`src/oisp_ram.sv`:
```
// Single-port-write, single-port-read slot memory with registered read data.
`timescale 1ns / 1ps
`default_nettype none

module oisp_ram #(
   parameter int DEPTH = 128,
   parameter int WIDTH = 22,
   parameter int AW    = 7
) (
   input  wire logic             clock,
   input  wire logic             wr_en,
   input  wire logic [AW-1:0]    wr_addr,
   input  wire logic [WIDTH-1:0] wr_data,
   input  wire logic [AW-1:0]    rd_addr,
   output logic      [WIDTH-1:0] rd_data
);

   logic [WIDTH-1:0] mem_ff [DEPTH];
   logic [WIDTH-1:0] rd_data_ff;

   always_ff @(posedge clock) begin
      if (wr_en) begin
         mem_ff[wr_addr] <= wr_data;
      end
      rd_data_ff <= mem_ff[rd_addr];
   end

   assign rd_data = rd_data_ff;

endmodule

`default_nettype wire

```
`config.mk`:
```
export PLATFORM = sky130hd
export DESIGN_NAME = oisp_ram
export DESIGN_NICKNAME = d
export VERILOG_FILES = /design/src/oisp_ram.sv
export SDC_FILE = /design/constraint.sdc
export NUM_CORES = 2
export LEC_CHECK = 0
export BUFFER_PORTS_ARGS = -buffer_cell sky130_fd_sc_hd__buf_2
export CAP_MARGIN = 20
export CORE_ASPECT_RATIO = 0.7
export CORE_MARGIN = 10
export CORE_UTILIZATION = 55
export DETAILED_ROUTE_END_ITERATION = 8
export GPL_ROUTABILITY_DRIVEN = 0
export PLACE_DENSITY = 0.8
export SLEW_MARGIN = 20
export SYNTH_ARGS = -nofsm -noshare
export SYNTH_HDL_FRONTEND = slang
export SYNTH_SLANG_ARGS = --single-unit
```
`constraint.sdc`:
```
create_clock -name clock -period 3.9 [get_ports clock]
set_input_delay 0.78 -clock clock [delete_from_list [all_inputs] [get_ports clock]]
set_output_delay 0.78 -clock clock [all_outputs]
set_load 0.01 [all_outputs]
```
Word level (Yosys, flattened, before mapping)
Memories as Yosys holds them, arrays and structs flattened. A register that Yosys moved wholly into a read port is not among the register bits.
Cells that the tools add are included.
- word-level logic and storage cells: 3
- register bits: 0
- memories kept: 1
- memory bits (writable): 2816
- memories (name ; words ; width ; rd ports ; clocked after Yosys merged registers in ; wr ports ; line ; RTL):
    mem_ff ; 128 ; 22 ; 1 ; 1 ; 1 ; 18 ; logic [WIDTH-1:0] mem_ff [DEPTH];
- multiplexer cells: 2
- operator list (cell ; count):
    $mux W1 ; 2

Depth between registers and ports, before layout
- word-level depth: 2
- mapped depth: 7
- gate-level depth less buffers: 4

Worst setup path before layout
Ideal clock, no wire load.
- path type: input port to flip-flop
- start: input rd_addr[0]
- end: register rd_data_ff[15], in the netlist rd_data[15] (read register of mem_ff)
- setup slack: 508 ps
- stages on the path: 6
- arrival: 3272 ps
- library setup time: 121 ps
- cell sequence: clkbuf_1 -> buf_1 -> mux4_2 -> mux4_2 -> mux4_2 -> mux2_2
- RTL lines (item ; line ; RTL):
    from (decl) ; 14 ; input wire logic [AW-1:0] rd_addr,
    to (decl) ; 19 ; logic [WIDTH-1:0] rd_data_ff;

==> flow_summary_export.csv <==
group,metric,value,unit
drt,vias,52441,
cts,clk-insertion-delay-late,0.90,ns
sta,setup_tns,0,ns
setup_path,r2r-start,"mem_ff[49][14]$_DFFE_PP_",
finish,drive_gt1_frac,0.369,
sta,hold_viol,0,
cts,cts.sinks,2838,
sta,layout_setup_ws,0.911,ns
sta,max_freq,335,MHz
placed_design,place.port_buffers,59,
grt,gr-total-overflow,0,
min_path,hold_start,"wr_data[2]",
sta,fin_crit,2.99,ns
sta,setup_viol,0,
floorplan,initial_core_util,0.555,
cts,cts_tree,"built",
yosys,yosysWarnings,0,
cts,cts_root_buffer,"clkbuf_16",
drt,drtIter0Drc,9731,
sta,fin_skew,0.0423,ns
floorplan,io_pins,60,
cts,cts_buffers,234,
finish,final_area,0.121,mm²
cts,cts_resized,0,
floorplan,die_w,549,µm
job,maxCapViolCount,0,
finish,final_common_cell,"edfxtp_1",
setup_path,r2r_setup_slack,1.18,ns
setup_path,cp.required,4.66,ns
cts,clk_path_buf_depth,3,
yosys,ys_ff_latch,2838,
setup_path,cp-start-kind,"primary input",
floorplan,die-area,0.214,mm²
floorplan,die_y,390,µm
cts,cts_hold_buf,0,
setup_path,cp_data_arrival_time,3.74,ns
min_path,holdPathEnd,"mem_ff[81][2]$_DFFE_PP_",
status,outcome,"complete, no violations",
sta,worstMarginPinSlew,1.22,ns
grt,grt_pass1_wl,424,mm
floorplan,row_count,135,
min_path,hold_class,"primary input to flop",
drt,drc,0,
yosys,synthesis.nets,4213,
placed_design,place_area,0.114,mm²
yosys,yosysSeqAreaShare,0.790,
sta,finalCritPeriodShare,0.766,
sta,slew_headroom,0.185,
yosys,synth.distinct_cells,16,
setup_path,r2r_end,"rd_data[14]$_DFF_P_",
drt,wire_per_inst,41.5,µm
finish,final_cell_mix,"edfxtp_1 (2816), mux4_2 (924), clkbuf_16 (241)",
sta,rsz0062_at_grt,"no",
setup_path,worstSetupPathType,"primary input to flop",
sta,finalMaxSlewViolations,0,
yosys,avgSynthCellArea,25.8,µm²
drt,ant_nets,0,
floorplan,core_area,0.194,mm²
drt,viasPerCell,7.13,
grt,grt_max_degree,129,
finish,layout.nets,4575,
min_path,whs_path_depth,1,
cts,htree_levels,4,
setup_path,crit_path_max_fanout,21,
placed_design,place_hpwl,162,mm
power,worst_ir_drop_vdd,0.525,mV
finish,area_growth,12.6,%
yosys,netlist_instances,4175,
placed_design,dp_slack,0.0785,ns
grt,grt.total_usage,0.283,
drt,routed_wl,305,mm
setup_path,worst_r2r_path_depth,4,
cts,clkTransAtPathRegs,0.07,ns
drt,dr.pass1.iters,5,
setup_path,cp-end-kind,"flop",
power,power_density,500,mW/mm²
cts,post_cts_buffers,0,
grt,antenna_found_initial,42,
grt,grt_pass1_vias,52369,
power,p_leak,0.0373,µW
yosys,syn_area,0.108,mm²
[routing by layer]
metal	vias to the layer above	part of all wire	GRT usage
met2	5125	0.47	0.432
met1	27489	0.33	0.385
met5	-	0.00069	0
li1	19009	-	-
met4	32	0.044	0.106
met3	786	0.16	0.0967
[through the flow]
step	std cells	util	total power (µW)	hold WS, ns
6_report	7352	0.625	60600	0.356
5_1_grt	7346	0.624	61800	0.333
4_1_cts	7339	0.624	60600	0.302
3_5_place_dp	6903	0.586	37800	1.12
3_3_place_gp	6903	0.586	37600	1.10
2_1_floorplan	4175	-	36000	0.879
[cells in the mapped netlist]
library cell / instances / area, µm²
mux4_2: 924 / 20800
mux2_2: 22 / 248
nand2_1: 14 / 52.6
buf_2: 59 / 295
or3_1: 1 / 6.26
buf_1: 26 / 97.6
buf_4: 1 / 7.51
nand2b_1: 2 / 12.5
nand3_1: 12 / 60.1
dfxtp_1: 22 / 440
nand4_1: 3 / 18.8
nor3_1: 9 / 45.0
edfxtp_1: 2816 / 84600
nor2_1: 122 / 458
clkbuf_1: 135 / 507
nor2b_1: 7 / 43.8
[worst max path at each step]
stage	start	endpoint	slack, ns
5_1_grt	rd_addr[0]	rd_data[4]$_DFF_P_	0.89
3_5_place_dp	rd_addr[0]	rd_data[9]$_DFF_P_	0.08
4_1_cts	rd_addr[0]	rd_data[9]$_DFF_P_	0.96
3_3_place_gp	rd_addr[0]	rd_data[3]$_DFF_P_	0.11
6_report	rd_addr[0]	rd_data[8]$_DFF_P_	0.91
2_1_floorplan	rd_addr[0]	rd_data[15]$_DFF_P_	0.51
[state kept, by name, indices dropped and copies added (netlist names)]
| signal | count |
|---|---|
| mem_ff | 2816 |
| rd_data | 22 |
[power breakdown]
group	leakage (µW)	switching (µW)	total, µW	internal [µW]
clock	0.00362	10900	23300	12400
sequential	0.0255	119	33800	33700
combinational	0.00813	2130	3470	1340
total	0.0373	13100	60600	47400
[worst max-delay path: stages]
cell and delay (ns):
buf_8 0.16, buf_12 0.19, buf_12 0.20, buf_12 0.23, mux4_2 0.57, mux4_2 0.63
mux4_2 0.59, mux2_2 0.34
[area by class of cell]
| cell class | count | area, µm² |
|---|---|---|
| diodes | 12 | 30.0 |
| clock buffers | 309 | 6400 |
| clock inverters | 127 | 1020 |
| fillers | 11848 | 72900 |
| multi-input cells | 1116 | 22100 |
| flip-flops and latches | 2838 | 85000 |
| well taps | 2603 | 3260 |
| repair buffers | 347 | 3410 |
[logic make-up after synthesis]
kind of cell	after synthesis	synth area share
buffers and inverters	221	0.00843
flip-flops	2838	0.790
multiplexers	946	0.196
AND/OR/NAND/NOR	170	0.00647
Note: power is estimated with default switching activity, not from simulation.
